File: config.mk
export PLATFORM = sky130hd
export DESIGN_NAME = websocket_frame_deframer
export DESIGN_NICKNAME = d
export VERILOG_FILES = /design/src/wsd_pkg.sv /design/src/wsd_parser.sv /design/src/wsd_queue.sv /design/src/wsd_out.sv /design/src/websocket_frame_deframer.sv
export SDC_FILE = /design/constraint.sdc
export NUM_CORES = 1
export LEC_CHECK = 0
export ABC_AREA = 1
export BUFFER_PORTS_ARGS = -buffer_cell sky130_fd_sc_hd__clkbuf_2
export CELL_PAD_IN_SITES_DETAIL_PLACEMENT = 1
export CELL_PAD_IN_SITES_GLOBAL_PLACEMENT = 1
export CORE_AREA = 4 4 307 309
export CTS_CLUSTER_SIZE = 40
export DETAILED_ROUTE_END_ITERATION = 7
export DIE_AREA = 0 0 311 313
export PLACE_DENSITY = 0.74
export SYNTH_ARGS = -nofsm -noshare
export SYNTH_HDL_FRONTEND = slang
export SYNTH_HIERARCHICAL = 1
export SYNTH_SLANG_ARGS = --single-unit
File: constraint.sdc
create_clock -name clk -period 6.25 [get_ports clk]
set_input_delay 0.3125 -clock clk [delete_from_list [all_inputs] [get_ports clk]]
set_output_delay 0.3125 -clock clk [all_outputs]
set_load 0.02 [all_outputs]
File: src/wsd_pkg.sv
// Shared types and constants for the WebSocket frame deframer.
// No dependencies; every other file of the block imports this package.
package wsd_pkg;

  // Result kinds.
  localparam logic [2:0] KIND_PAYLOAD = 3'd0;
  localparam logic [2:0] KIND_MSG_END = 3'd1;
  localparam logic [2:0] KIND_PING    = 3'd2;
  localparam logic [2:0] KIND_PONG    = 3'd3;
  localparam logic [2:0] KIND_CLOSE   = 3'd4;
  localparam logic [2:0] KIND_ABORT   = 3'd5;
  localparam logic [2:0] KIND_ERROR   = 3'd6;

  // Frame types.
  localparam logic [2:0] FT_TEXT   = 3'd0;
  localparam logic [2:0] FT_BINARY = 3'd1;
  localparam logic [2:0] FT_PING   = 3'd2;
  localparam logic [2:0] FT_PONG   = 3'd3;
  localparam logic [2:0] FT_CLOSE  = 3'd4;

  // Opcodes.
  localparam logic [3:0] OP_CONT  = 4'h0;
  localparam logic [3:0] OP_TEXT  = 4'h1;
  localparam logic [3:0] OP_BIN   = 4'h2;
  localparam logic [3:0] OP_CLOSE = 4'h8;
  localparam logic [3:0] OP_PING  = 4'h9;
  localparam logic [3:0] OP_PONG  = 4'hA;

  // Connection states.
  localparam logic [1:0] LINK_OPEN    = 2'd0;
  localparam logic [1:0] LINK_CLOSING = 2'd1;
  localparam logic [1:0] LINK_CLOSED  = 2'd2;

  localparam logic [15:0] CLOSE_DEFAULT = 16'd1000;
  localparam logic [20:0] MAX_LEN_RESET = 21'd1048576;
  localparam logic [6:0]  LEN_EXT16     = 7'd126;

  // Result queue between parser and output stage.
  localparam int Q_DEPTH = 4;
  localparam int Q_AW    = $clog2(Q_DEPTH);

  typedef struct packed {
    logic [2:0]  kind;
    logic [7:0]  data_byte;
    logic [2:0]  frame_type;
    logic [31:0] message_length;
    logic [15:0] close_code;
    logic [1:0]  conn_state;
  } res_t;

  // Up to two results pushed per accepted byte.
  typedef struct packed {
    logic [1:0] n;
    res_t       a;
    res_t       b;
  } push_t;

  function automatic res_t mk_res(logic [2:0] kind, logic [7:0] db, logic [2:0] ft,
                                  logic [31:0] len, logic [15:0] code);
    res_t r;
    r.kind           = kind;
    r.data_byte      = db;
    r.frame_type     = ft;
    r.message_length = len;
    r.close_code     = code;
    r.conn_state     = LINK_OPEN;
    return r;
  endfunction

  function automatic logic [2:0] type_of(logic [3:0] op, logic frag_bin);
    logic [2:0] t;
    unique case (op)
      OP_TEXT:  t = FT_TEXT;
      OP_BIN:   t = FT_BINARY;
      OP_PING:  t = FT_PING;
      OP_PONG:  t = FT_PONG;
      OP_CLOSE: t = FT_CLOSE;
      default:  t = frag_bin ? FT_BINARY : FT_TEXT;
    endcase
    return t;
  endfunction

endpackage

File: src/wsd_parser.sv
// Front end: header parser, unmasking and fragment tracking, one byte per cycle while accept is high.
// Depends on wsd_pkg; feeds results to wsd_queue.
module wsd_parser import wsd_pkg::*; #(
  parameter int LEN_BITS = 32
) (
  input  logic        clk,
  input  logic        rst,
  input  logic        accept,
  input  logic [7:0]  rx_byte,
  input  logic        chunk_end,
  input  logic [20:0] max_len,
  output push_t       push
);

  localparam int WX = (LEN_BITS > 32) ? LEN_BITS : 32;

  typedef enum logic [4:0] {
    PH_HDR0 = 5'b00001,
    PH_HDR1 = 5'b00010,
    PH_EXT  = 5'b00100,
    PH_MASK = 5'b01000,
    PH_PAY  = 5'b10000
  } phase_t;

  phase_t              phase, phase_next;
  logic                fin, fin_next;
  logic [3:0]          opcode, opcode_next;
  logic                masked, masked_next;
  logic [2:0]          ext_cnt, ext_cnt_next;
  logic [LEN_BITS-1:0] remaining, remaining_next;
  logic [LEN_BITS-1:0] frame_len, frame_len_next;
  logic [31:0]         mask_word, mask_word_next;
  logic [1:0]          mask_pos, mask_pos_next;
  logic [1:0]          pay_idx, pay_idx_next;
  logic                in_frag, in_frag_next;
  logic                frag_bin, frag_bin_next;
  logic [20:0]         frag_total, frag_total_next;
  logic                drop, drop_next;
  logic                discard, discard_next;
  logic [15:0]         close_code, close_code_next;
  logic [1:0]          link, link_next;

  always_comb begin
    logic [1:0]    nres;
    res_t          rs [2];
    logic          after_len;
    logic          do_begin;
    logic          do_end;
    logic [3:0]    op;
    logic [6:0]    l7;
    logic [7:0]    mbyte;
    logic [7:0]    d;
    logic [20:0]   tot;
    logic [WX-1:0] flw;
    logic [WX-1:0] limw;
    logic [WX-1:0] ftw;

    phase_next      = phase;
    fin_next        = fin;
    opcode_next     = opcode;
    masked_next     = masked;
    ext_cnt_next    = ext_cnt;
    remaining_next  = remaining;
    frame_len_next  = frame_len;
    mask_word_next  = mask_word;
    mask_pos_next   = mask_pos;
    pay_idx_next    = pay_idx;
    in_frag_next    = in_frag;
    frag_bin_next   = frag_bin;
    frag_total_next = frag_total;
    drop_next       = drop;
    discard_next    = discard;
    close_code_next = close_code;
    link_next       = link;
    nres            = 2'd0;
    rs[0]           = '0;
    rs[1]           = '0;
    after_len       = 1'b0;
    do_begin        = 1'b0;
    do_end          = 1'b0;
    op              = rx_byte[3:0];
    l7              = rx_byte[6:0];
    d               = '0;
    tot             = '0;
    flw             = '0;
    limw            = WX'(max_len);
    ftw             = WX'(frag_total);
    unique case (mask_pos)
      2'd0:    mbyte = mask_word[31:24];
      2'd1:    mbyte = mask_word[23:16];
      2'd2:    mbyte = mask_word[15:8];
      default: mbyte = mask_word[7:0];
    endcase

    if (accept) begin
      if (discard) begin
        if (chunk_end) begin
          discard_next = 1'b0;
        end
      end else begin
        unique case (phase)
          PH_HDR0: begin
            if ((rx_byte[6:4] != 3'd0) || (op >= 4'h3 && op <= 4'h7) || (op >= 4'hB)) begin
              rs[nres[0]] = mk_res(KIND_ERROR, 8'd0, FT_TEXT, 32'd0, 16'd0);
              nres = nres + 2'd1;
              discard_next = !chunk_end;
            end else begin
              fin_next    = rx_byte[7];
              opcode_next = op;
              if ((op == OP_TEXT || op == OP_BIN) && in_frag) begin
                rs[nres[0]] = mk_res(KIND_ABORT, 8'd0, frag_bin ? FT_BINARY : FT_TEXT,
                                     32'd0, 16'd0);
                nres = nres + 2'd1;
                in_frag_next    = 1'b0;
                frag_total_next = '0;
              end
              phase_next = PH_HDR1;
            end
          end
          PH_HDR1: begin
            masked_next    = rx_byte[7];
            remaining_next = '0;
            if (l7 >= LEN_EXT16) begin
              ext_cnt_next = (l7 == LEN_EXT16) ? 3'd1 : 3'd7;
              phase_next   = PH_EXT;
            end else begin
              remaining_next = LEN_BITS'(l7);
              after_len      = 1'b1;
            end
          end
          PH_EXT: begin
            // Saturate once the value can no longer take another byte.
            if (|remaining[LEN_BITS-1 -: 8]) begin
              remaining_next = '1;
            end else begin
              remaining_next = {remaining[LEN_BITS-9:0], rx_byte};
            end
            if (ext_cnt == 3'd0) begin
              after_len = 1'b1;
            end else begin
              ext_cnt_next = ext_cnt - 3'd1;
            end
          end
          PH_MASK: begin
            mask_word_next = {mask_word[23:0], rx_byte};
            mask_pos_next  = mask_pos + 2'd1;
            if (mask_pos == 2'd3) begin
              do_begin = 1'b1;
            end
          end
          PH_PAY: begin
            d             = rx_byte ^ mbyte;
            mask_pos_next = mask_pos + 2'd1;
            if (!drop) begin
              rs[nres[0]] = mk_res(KIND_PAYLOAD, d, type_of(opcode, frag_bin), 32'd0, 16'd0);
              nres = nres + 2'd1;
              if (opcode == OP_CLOSE) begin
                if (pay_idx == 2'd0) begin
                  close_code_next = {8'd0, d};
                end else if (pay_idx == 2'd1) begin
                  close_code_next = {close_code[7:0], d};
                end
              end
            end
            pay_idx_next   = (pay_idx == 2'd2) ? 2'd2 : pay_idx + 2'd1;
            remaining_next = remaining - LEN_BITS'(1);
            if (remaining == LEN_BITS'(1)) begin
              do_end = 1'b1;
            end
          end
          default: phase_next = PH_HDR0;
        endcase

        if (after_len) begin
          mask_word_next = '0;
          if (masked_next) begin
            phase_next    = PH_MASK;
            mask_pos_next = 2'd0;
          end else begin
            do_begin = 1'b1;
          end
        end

        if (do_begin) begin
          frame_len_next = remaining_next;
          flw            = WX'(remaining_next);
          drop_next      = 1'b0;
          mask_pos_next  = 2'd0;
          pay_idx_next   = 2'd0;
          if (opcode_next == OP_CONT) begin
            if (!in_frag_next || (ftw > limw) || (flw > limw - ftw)) begin
              drop_next = 1'b1;
            end
          end else if ((opcode_next == OP_TEXT || opcode_next == OP_BIN) && !fin_next) begin
            if (flw > limw) begin
              drop_next = 1'b1;
            end else begin
              in_frag_next    = 1'b1;
              frag_bin_next   = (opcode_next == OP_BIN);
              frag_total_next = '0;
            end
          end else if (opcode_next == OP_CLOSE) begin
            close_code_next = CLOSE_DEFAULT;
          end
          if (remaining_next == '0) begin
            do_end = 1'b1;
          end else begin
            phase_next = PH_PAY;
          end
        end

        if (do_end) begin
          phase_next = PH_HDR0;
          flw        = WX'(frame_len_next);
          if (!drop_next) begin
            unique case (opcode_next)
              OP_TEXT, OP_BIN: begin
                if (fin_next) begin
                  rs[nres[0]] = mk_res(KIND_MSG_END, 8'd0, type_of(opcode_next, frag_bin_next),
                                       flw[31:0], 16'd0);
                  nres = nres + 2'd1;
                end else begin
                  frag_total_next = flw[20:0];
                end
              end
              OP_CONT: begin
                tot             = frag_total_next + flw[20:0];
                frag_total_next = tot;
                if (fin_next) begin
                  rs[nres[0]] = mk_res(KIND_MSG_END, 8'd0,
                                       frag_bin_next ? FT_BINARY : FT_TEXT,
                                       32'(tot), 16'd0);
                  nres = nres + 2'd1;
                  in_frag_next    = 1'b0;
                  frag_total_next = '0;
                end
              end
              OP_PING: begin
                rs[nres[0]] = mk_res(KIND_PING, 8'd0, FT_PING, flw[31:0], 16'd0);
                nres = nres + 2'd1;
              end
              OP_PONG: begin
                rs[nres[0]] = mk_res(KIND_PONG, 8'd0, FT_PONG, flw[31:0], 16'd0);
                nres = nres + 2'd1;
              end
              OP_CLOSE: begin
                if (flw < WX'(2)) begin
                  close_code_next = CLOSE_DEFAULT;
                end
                link_next = (link == LINK_OPEN) ? LINK_CLOSING : LINK_CLOSED;
                rs[nres[0]] = mk_res(KIND_CLOSE, 8'd0, FT_CLOSE, flw[31:0], close_code_next);
                nres = nres + 2'd1;
              end
              default: ;
            endcase
          end
        end
      end
    end

    rs[0].conn_state = link_next;
    rs[1].conn_state = link_next;
    push.n = nres;
    push.a = rs[0];
    push.b = rs[1];
  end

  always_ff @(posedge clk) begin
    if (rst) begin
      phase      <= PH_HDR0;
      fin        <= 1'b0;
      opcode     <= OP_CONT;
      masked     <= 1'b0;
      ext_cnt    <= '0;
      remaining  <= '0;
      frame_len  <= '0;
      mask_word  <= '0;
      mask_pos   <= '0;
      pay_idx    <= '0;
      in_frag    <= 1'b0;
      frag_bin   <= 1'b0;
      frag_total <= '0;
      drop       <= 1'b0;
      discard    <= 1'b0;
      close_code <= CLOSE_DEFAULT;
      link       <= LINK_OPEN;
    end else begin
      phase      <= phase_next;
      fin        <= fin_next;
      opcode     <= opcode_next;
      masked     <= masked_next;
      ext_cnt    <= ext_cnt_next;
      remaining  <= remaining_next;
      frame_len  <= frame_len_next;
      mask_word  <= mask_word_next;
      mask_pos   <= mask_pos_next;
      pay_idx    <= pay_idx_next;
      in_frag    <= in_frag_next;
      frag_bin   <= frag_bin_next;
      frag_total <= frag_total_next;
      drop       <= drop_next;
      discard    <= discard_next;
      close_code <= close_code_next;
      link       <= link_next;
    end
  end

endmodule

File: src/wsd_queue.sv
// Short result queue between the parser and the output stage.
// Depends on wsd_pkg; takes up to two results per cycle, gives one.
module wsd_queue import wsd_pkg::*; (
  input  logic  clk,
  input  logic  rst,
  input  push_t push,
  input  logic  pop,
  output logic  room2,
  output logic  not_empty,
  output res_t  head
);

  res_t            mem [Q_DEPTH];
  logic [Q_AW-1:0] wp;
  logic [Q_AW-1:0] rp;
  logic [Q_AW:0]   count;
  logic [Q_AW-1:0] wp1;

  assign wp1       = wp + Q_AW'(1);
  assign room2     = (count <= (Q_AW+1)'(Q_DEPTH - 2));
  assign not_empty = (count != '0);
  assign head      = mem[rp];

  always_ff @(posedge clk) begin
    for (int i = 0; i < Q_DEPTH; i++) begin
      if (push.n != 2'd0 && wp == Q_AW'(i)) begin
        mem[i] <= push.a;
      end
      if (push.n == 2'd2 && wp1 == Q_AW'(i)) begin
        mem[i] <= push.b;
      end
    end
  end

  always_ff @(posedge clk) begin
    if (rst) begin
      wp    <= '0;
      rp    <= '0;
      count <= '0;
    end else begin
      wp    <= wp + Q_AW'(push.n);
      rp    <= rp + Q_AW'(pop);
      count <= count + (Q_AW+1)'(push.n) - (Q_AW+1)'(pop);
    end
  end

endmodule

File: src/wsd_out.sv
// Back end: output register that drains the result queue onto the result channel.
// Depends on wsd_pkg.
module wsd_out import wsd_pkg::*; (
  input  logic clk,
  input  logic rst,
  input  logic q_valid,
  input  res_t q_head,
  output logic q_pop,
  input  logic out_stall,
  output logic out_valid,
  output res_t out_res
);

  assign q_pop = q_valid && (!out_valid || !out_stall);

  always_ff @(posedge clk) begin
    if (rst) begin
      out_valid <= 1'b0;
    end else if (!out_valid || !out_stall) begin
      out_valid <= q_valid;
    end
  end

  always_ff @(posedge clk) begin
    if (q_pop) begin
      out_res <= q_head;
    end
  end

endmodule

File: src/websocket_frame_deframer.sv
// Top level of the WebSocket frame deframer (receive side).
// Depends on wsd_pkg, wsd_parser, wsd_queue and wsd_out.
//
// Usage: received stream bytes enter on the input channel (in_valid, in_stall,
// rx_byte, chunk_end); one transaction moves one byte. The parser decodes the
// frame header, unmasks payload and tracks fragmented messages in the cycle the
// byte is taken, and writes zero, one or two result items into a four-entry
// queue. An output register drains the queue onto the result channel
// (out_valid, out_stall and the result fields), one transaction per cycle while
// out_stall is low. A result is written into the queue at the edge that accepts
// its byte and passes from there through the output register. Throughput: one
// byte per cycle while out_stall is low and each byte yields at most one result;
// a byte that yields two results (a last payload byte plus its frame event)
// takes an extra output transaction, absorbed by the queue. in_stall rises when
// the queue has fewer than two free entries, so a stalled receiver backs up into
// the input channel after the queue fills.
// Reset (rst, synchronous) empties the queue, returns the parser to the first header
// byte, sets the link open and max_len to 1048576. The user must write the limit
// register through cfg_wr_en and cfg_wr_data only while the block is idle; the block does not enforce it.
module websocket_frame_deframer import wsd_pkg::*; #(
  parameter int LEN_BITS = 32
) (
  input  logic        clk,
  input  logic        rst,
  input  logic        in_valid,
  output logic        in_stall,
  input  logic [7:0]  rx_byte,
  input  logic        chunk_end,
  output logic        out_valid,
  input  logic        out_stall,
  output logic [2:0]  kind,
  output logic [7:0]  data_byte,
  output logic [2:0]  frame_type,
  output logic [31:0] message_length,
  output logic [15:0] close_code,
  output logic [1:0]  conn_state,
  input  logic        cfg_wr_en,
  input  logic [20:0] cfg_wr_data
);

  logic [20:0] max_len;
  logic        accept;
  logic        room2;
  logic        q_valid;
  logic        q_pop;
  res_t        q_head;
  res_t        out_res;
  push_t       push;

  // Limit register for fragmented messages.
  always_ff @(posedge clk) begin
    if (rst) begin
      max_len <= MAX_LEN_RESET;
    end else if (cfg_wr_en) begin
      max_len <= cfg_wr_data;
    end
  end

  // A byte is taken only when the queue can hold both results it may cause.
  assign in_stall = !room2;
  assign accept   = in_valid && room2;

  wsd_parser #(.LEN_BITS(LEN_BITS)) u_parser (
    .clk       (clk),
    .rst       (rst),
    .accept    (accept),
    .rx_byte   (rx_byte),
    .chunk_end (chunk_end),
    .max_len   (max_len),
    .push      (push)
  );

  wsd_queue u_queue (
    .clk       (clk),
    .rst       (rst),
    .push      (push),
    .pop       (q_pop),
    .room2     (room2),
    .not_empty (q_valid),
    .head      (q_head)
  );

  wsd_out u_out (
    .clk       (clk),
    .rst       (rst),
    .q_valid   (q_valid),
    .q_head    (q_head),
    .q_pop     (q_pop),
    .out_stall (out_stall),
    .out_valid (out_valid),
    .out_res   (out_res)
  );

  assign kind           = out_res.kind;
  assign data_byte      = out_res.data_byte;
  assign frame_type     = out_res.frame_type;
  assign message_length = out_res.message_length;
  assign close_code     = out_res.close_code;
  assign conn_state     = out_res.conn_state;

endmodule

Yosys cells after proc, flatten, opt, wreduce, memory -nomap -nowiden
Memory sizes are Yosys's and may differ from the RTL's. A register that Yosys moved wholly into a read port is not among the register bits.
Index checks and enable logic that the tools add are counted.
- output and inout port bits: 66
- memories kept: 1
- register bits: 186
- memory bits (writable): 256
- logic and storage cells: 333
- mux-type cells: 194
- reduce and logical (&&, ||, !) cells: 53
- eq/ne operators: 33
- bitwise logic cells: 7
- $add $sub $neg: 12
- $lt $le $gt $ge: 11
- memory list (memory ; words ; width ; read ports ; clocked after Yosys merged registers in ; wr ports ; line ; text):
    u_queue.mem ; 4 ; 64 ; 1 ; 1 ; 2 ; wsd_queue.sv:13 ; res_t mem [Q_DEPTH];
- operators with widths (operator ; number):
    $mux W128 ; 6
    $mux W64 ; 11
    $bwmux W128 ; 5
    $pmux W128 S5 ; 1
    $mux W16 ; 18
    $mux W21 ; 13
    $mux W32 ; 8
    $pmux W64 S2 ; 1
    $reduce_or A64 Y1 ; 2
    $pmux W32 S3 ; 1
    $mux W1 ; 75
    $demux W64 S1 ; 1
    $mux W61 ; 1
    $mux W2 ; 23
    $pmux W21 S2 ; 1
    $mux W5 ; 7
    $eq A32 B1 Y1 const B ; 1
    $gt A32 B21 Y1 ; 1
    $gt A32 B32 Y1 ; 1
    $logic_not A32 Y1 ; 1
    $lt A32 B2 Y1 const B ; 1
    $sub A32 B1 Y32 const B ; 1
    $pmux W3 S5 ; 2
    $mux W3 ; 9
    other kinds (54) ; 119

Depth between registers and ports, before layout
- word-level depth: 33
- gate-level depth with buffers: 49
- mapped depth without buffers: 47

Hierarchy
The synthesis kept the hierarchy.
- by module, submodules not included (module ; instances ; cells each ; area each (µm²) ; sequential area each (µm²)):
    wsd_parser ; 1 ; 2507 ; 14690.3 ; 3143.0
    wsd_queue ; 1 ; 1446 ; 14149.8 ; 7827.5
    wsd_out ; 1 ; 69 ; 1963.1 ; 1941.9
    websocket_frame_deframer ; 1 ; 136 ; 910.9 ; 420.4

Worst setup path after synthesis
Ideal clock, no wire load.
- path type: register to register
- from: register u_parser.frag_total[2]
- to: memory u_queue/mem[3][0] (netlist name) (enable)
- slack: -574 ps
- required time: 5562 ps
- library setup time: 688 ps
- data arrival time: 6136 ps
- period minus slack after synthesis: 6824 ps
- stages on the path, launching flop included: 32
- cell sequence: dfxtp_1 > inv_1 > ha_1 > nand3_1 > nand2_1 > nand3_1 > o21ai_0 > a31oi_1 > o21ai_0 > nand3_1 > nand2_1 > a21oi_1 > o21ai_0 > a21oi_1 > o21bai_1 > ha_1 > nand2_1 > nor2_1 > nand2_1 > nor4_1 > o21ai_0 > nand3_1 > nand2_1 > a21oi_1 > nor2_4 > nand3_4 > nand2_1 > a21oi_1 > nor2_8 > nand2_4 > clkbuf_1 > nand2_1
- RTL lines (item ; line ; text):
    from (decl) ; wsd_parser.sv:37 ; logic [20:0] frag_total, frag_total_next;
    from (signal assigned) ; wsd_parser.sv:300 ; frag_total <= frag_total_next;
    to (decl) ; wsd_queue.sv:13 ;

==> impl_metrics.py <==
metrics = {
    "die": {
        "rows": 111,
        "fp.coreArea_um2": 91400,
        "ioPinCount": 101,
        "die_area_um2": 97300,
        "die_w_um": 311,
        "start_util": 0.347,
        "die_y_um": 313,
    },
    "timing": {
        "rsz0062_at_grt": "yes",
        "relSlewSlack": 0.256,
        "min_period_ps": 5890,
        "hold_viol_final": 0,
        "period_share": 0.943,
        "setup_violations": 0,
        "fmax_mhz": 170,
        "drv_slew": 0,
        "worst_slew_pin_slew_ps": 1110,
        "fin_worst_skew_ps": 19.7,
    },
    "global_route": {
        "grt_util_all_layers": 0.205,
        "grt_pass1_wl_um": 161000,
        "gr-usage-met1": 0.275,
        "grt_pass1_vias": 28800,
        "grt_max_degree": 185,
        "grtUsageMet3": 0.0206,
        "antenna_found_initial": 1,
        "grt_use_met2": 0.359,
        "grt_overflow": 0,
        "grt_most_used_layer": "met2",
    },
    "placed_design": {
        "gp_congestion": 0.944,
        "io_buffers": 100,
        "hpwlAfterDp_um": 72600,
    },
    "clocking": {
        "tritoncts": "yes",
        "clk_pin_slew_ps": 60,
        "clockBufferDepth": 3,
        "clock_sinks": 506,
        "clockRootBuffer": "clkbuf_16",
        "htree_levels": 2,
        "clk-insertion-delay-late_ps": 640,
        "cts_made_buffers": 60,
    },
    "route": {
        "routedWlPerCell_um": 19.1,
        "dr.first_iter.drc_count": 1775,
        "drt_first_pass_iters": 5,
        "routed_via_density": 5.16,
        "wl_um": 104000,
        "drtAntennaViolNets": 0,
        "route.detailed.drc": 0,
        "dr_total_vias": 28300,
    },
    "power_and_ir_drop": {
        "powerDensity_nw_per_um2": 348,
        "leakage_nw": 15.3,
        "max-vdd-ir-drop_mv": 0.232,
        "total_power_mw": 12.5,
        "power_frac_comb": 0.354,
        "pwr-share-clk": 0.280,
        "internal_power_mw": 7.59,
        "seqPwrFrac": 0.366,
        "power_switching_mw": 4.89,
        "swShare": 0.392,
    },
    "worst_setup_path": {
        "critPathSlowestCell": "nor4_4",
        "cp-end-kind": "flop",
        "rr_startpoint": "u_parser/frag_total[4]$_SDFFE_PP0P_",
        "cp.required_ps": 6570,
        "critical_path_class": "flop to flop",
        "critical-path-max-stage-delay_ps": 360,
        "ff2ff_path_depth": 31,
        "critPathLaunchType": "flop",
        "critPathMaxFanout": 26,
        "cp.arrival_ps": 6210,
        "crit_start": "u_parser/frag_total[4]$_SDFFE_PP0P_",
        "timing.rr.end": "u_queue/mem[2][22]$_DFFE_PP_",
        "crit_end": "u_queue/mem[2][22]$_DFFE_PP_",
        "reg2reg_slack_ps": 360,
    },
    "logic_synthesis": {
        "synth_edf_count": 320,
        "synth_warnings": 6,
        "synth_cell_types": 57,
        "netlist_area_um2": 31700,
        "ys_ff_latch": 506,
        "synthArstFlopShare": 0,
        "synthCells": 4158,
        "synth_flop_cell": "edfxtp_1",
        "synth_area_per_cell_um2": 7.63,
        "yosysSeqAreaShare": 0.420,
    },
    "flow_run": {
        "drv_cap": 0,
    },
    "finish": {
        "drive_gt1_frac": 0.129,
        "nNetsFinal": 4395,
        "antenna_cells": 0,
        "layout_common_cells": "1,069 x nand2_1, 563 x inv_1, 352 x nor2_1, 323 x a21oi_1, 320 x edfxtp_1",
        "area_growth_pct": 13.0,
        "final_util": 0.392,
        "layout_commonest_cell": "nand2_1",
    },
    "min_path": {
        "hp-class": "input port to flop",
    },
    "run_status": {
        "status": "finished, final reports clean",
    },
}
through the flow:
stage	setup WS (ps)	hold slack [ps]	setup TNS [ps]	std cells	cell area, um^2
2_1_floorplan	56.5	375	0	4186	31800
3_3_place_gp	-789	446	-311550	5331	33100
3_5_place_dp	-840	454	-342460	5331	33100
4_1_cts	20.2	58.3	0	5468	35400
5_1_grt	-57.2	101	-1740	5480	35800
6_report	357	91.0	0	5480	35800
logic make-up after synthesis:
logic type | synth area share
and+or+nand+nor | 0.214
xor gates and xnor gates | 0.0127
muxes | 0.000631
buffers and inverters | 0.119
AOI/OAI and AO/OA | 0.186
other | 0.000118
DFF | 0.420
adders and majority gates | 0.0461
how the worst min path moves through the flow:
stage                                         start                               to  slack [ps]  cells past startpoint
finish                                     in_valid    u_parser/discard$_SDFFE_PP0P_          90                      4
global route                               in_valid    u_parser/discard$_SDFFE_PP0P_         100                      4
CTS                                        in_valid    u_parser/discard$_SDFFE_PP0P_          60                      4
detailed placement        u_parser/fin$_SDFFE_PP0P_        u_parser/fin$_SDFFE_PP0P_         450                      2
global placement    u_parser/opcode[2]$_SDFFE_PP0P_  u_parser/opcode[2]$_SDFFE_PP0P_         450                      2
floorplan                                       rst     u_out/out_valid$_SDFFE_PP0P_         370                      1
sequential cells by signal, summed over array words and instances (netlist names), 2 cells and up:
| signal | cells |
|---|---|
| max_len | 21 |
| u_out/out_res | 64 |
| u_parser/close_code | 16 |
| u_parser/ext_cnt | 3 |
| u_parser/frag_total | 21 |
| u_parser/frame_len | 32 |
| u_parser/link | 2 |
| u_parser/mask_pos | 2 |
| u_parser/mask_word | 32 |
| u_parser/opcode | 4 |
| u_parser/pay_idx | 2 |
| u_parser/phase | 5 |
| u_parser/remaining | 32 |
| u_queue/count | 3 |
| u_queue/mem | 256 |
| u_queue/rp | 2 |
| u_queue/wp | 2 |
critical path: cells and delay by family, from the launching register on:
| family | cells | cell delay (ps) |
|---|---|---|
| and+or+nand+nor | 12 | 2110 |
| buffers and inverters | 6 | 860 |
| AOI/OAI and AO/OA | 11 | 1610 |
| adders and majority gates | 2 | 660 |
| DFF | 1 | 310 |
Yosys cell counts, types with 93 or more instances:
master / n / share of area
a21oi_1: 330 / 0.052
o211ai_1: 93 / 0.022
edfxtp_1: 320 / 0.30
o21ai_0: 277 / 0.044
nor2_1: 362 / 0.043
o21ai_2: 155 / 0.043
nand3_1: 154 / 0.024
dfxtp_1: 186 / 0.12
inv_1: 567 / 0.067
ha_1: 112 / 0.044
nand2_1: 1078 / 0.13
timing repair:
action / CTS / global route
gates cloned: 0 / 7
hold buffers: 23 / 0
hold endpoints to repair: 23 / 0
setup endpoints to repair: 531 / 532
gates resized for setup: 8 / 60
buffers inserted: 3 / 5
pin swaps: 3 / 6
cell type report:
type                    instances  area, um^2
flip-flops and latches        506       13300
multi-input cells            2864       15000
inverters                     579        2180
clock inverters                41         362
well taps                    1186        1480
repair buffers                234        1930
fillers                     11200       55600
clock buffers                  70        1580
metal layers:
| layer | vias up | wire length [um] |
|---|---|---|
| met4 | 0 | 2440 |
| met1 | 13900 | 47800 |
| li1 | 13800 | - |
| met5 | - | 0 |
| met3 | 128 | 4090 |
| met2 | 539 | 50100 |
power groups by stage:
stage | Combinational [mW] | Sequential (mW) | Clock, mW
2_1_floorplan | 2.66 | 4.79 | 0
3_3_place_gp | 4.18 | 4.61 | 0
3_5_place_dp | 4.27 | 4.64 | 0
4_1_cts | 4.33 | 4.57 | 3.58
5_1_grt | 4.93 | 4.63 | 3.72
6_report | 4.42 | 4.57 | 3.49
(Power assumes the default switching activity.)
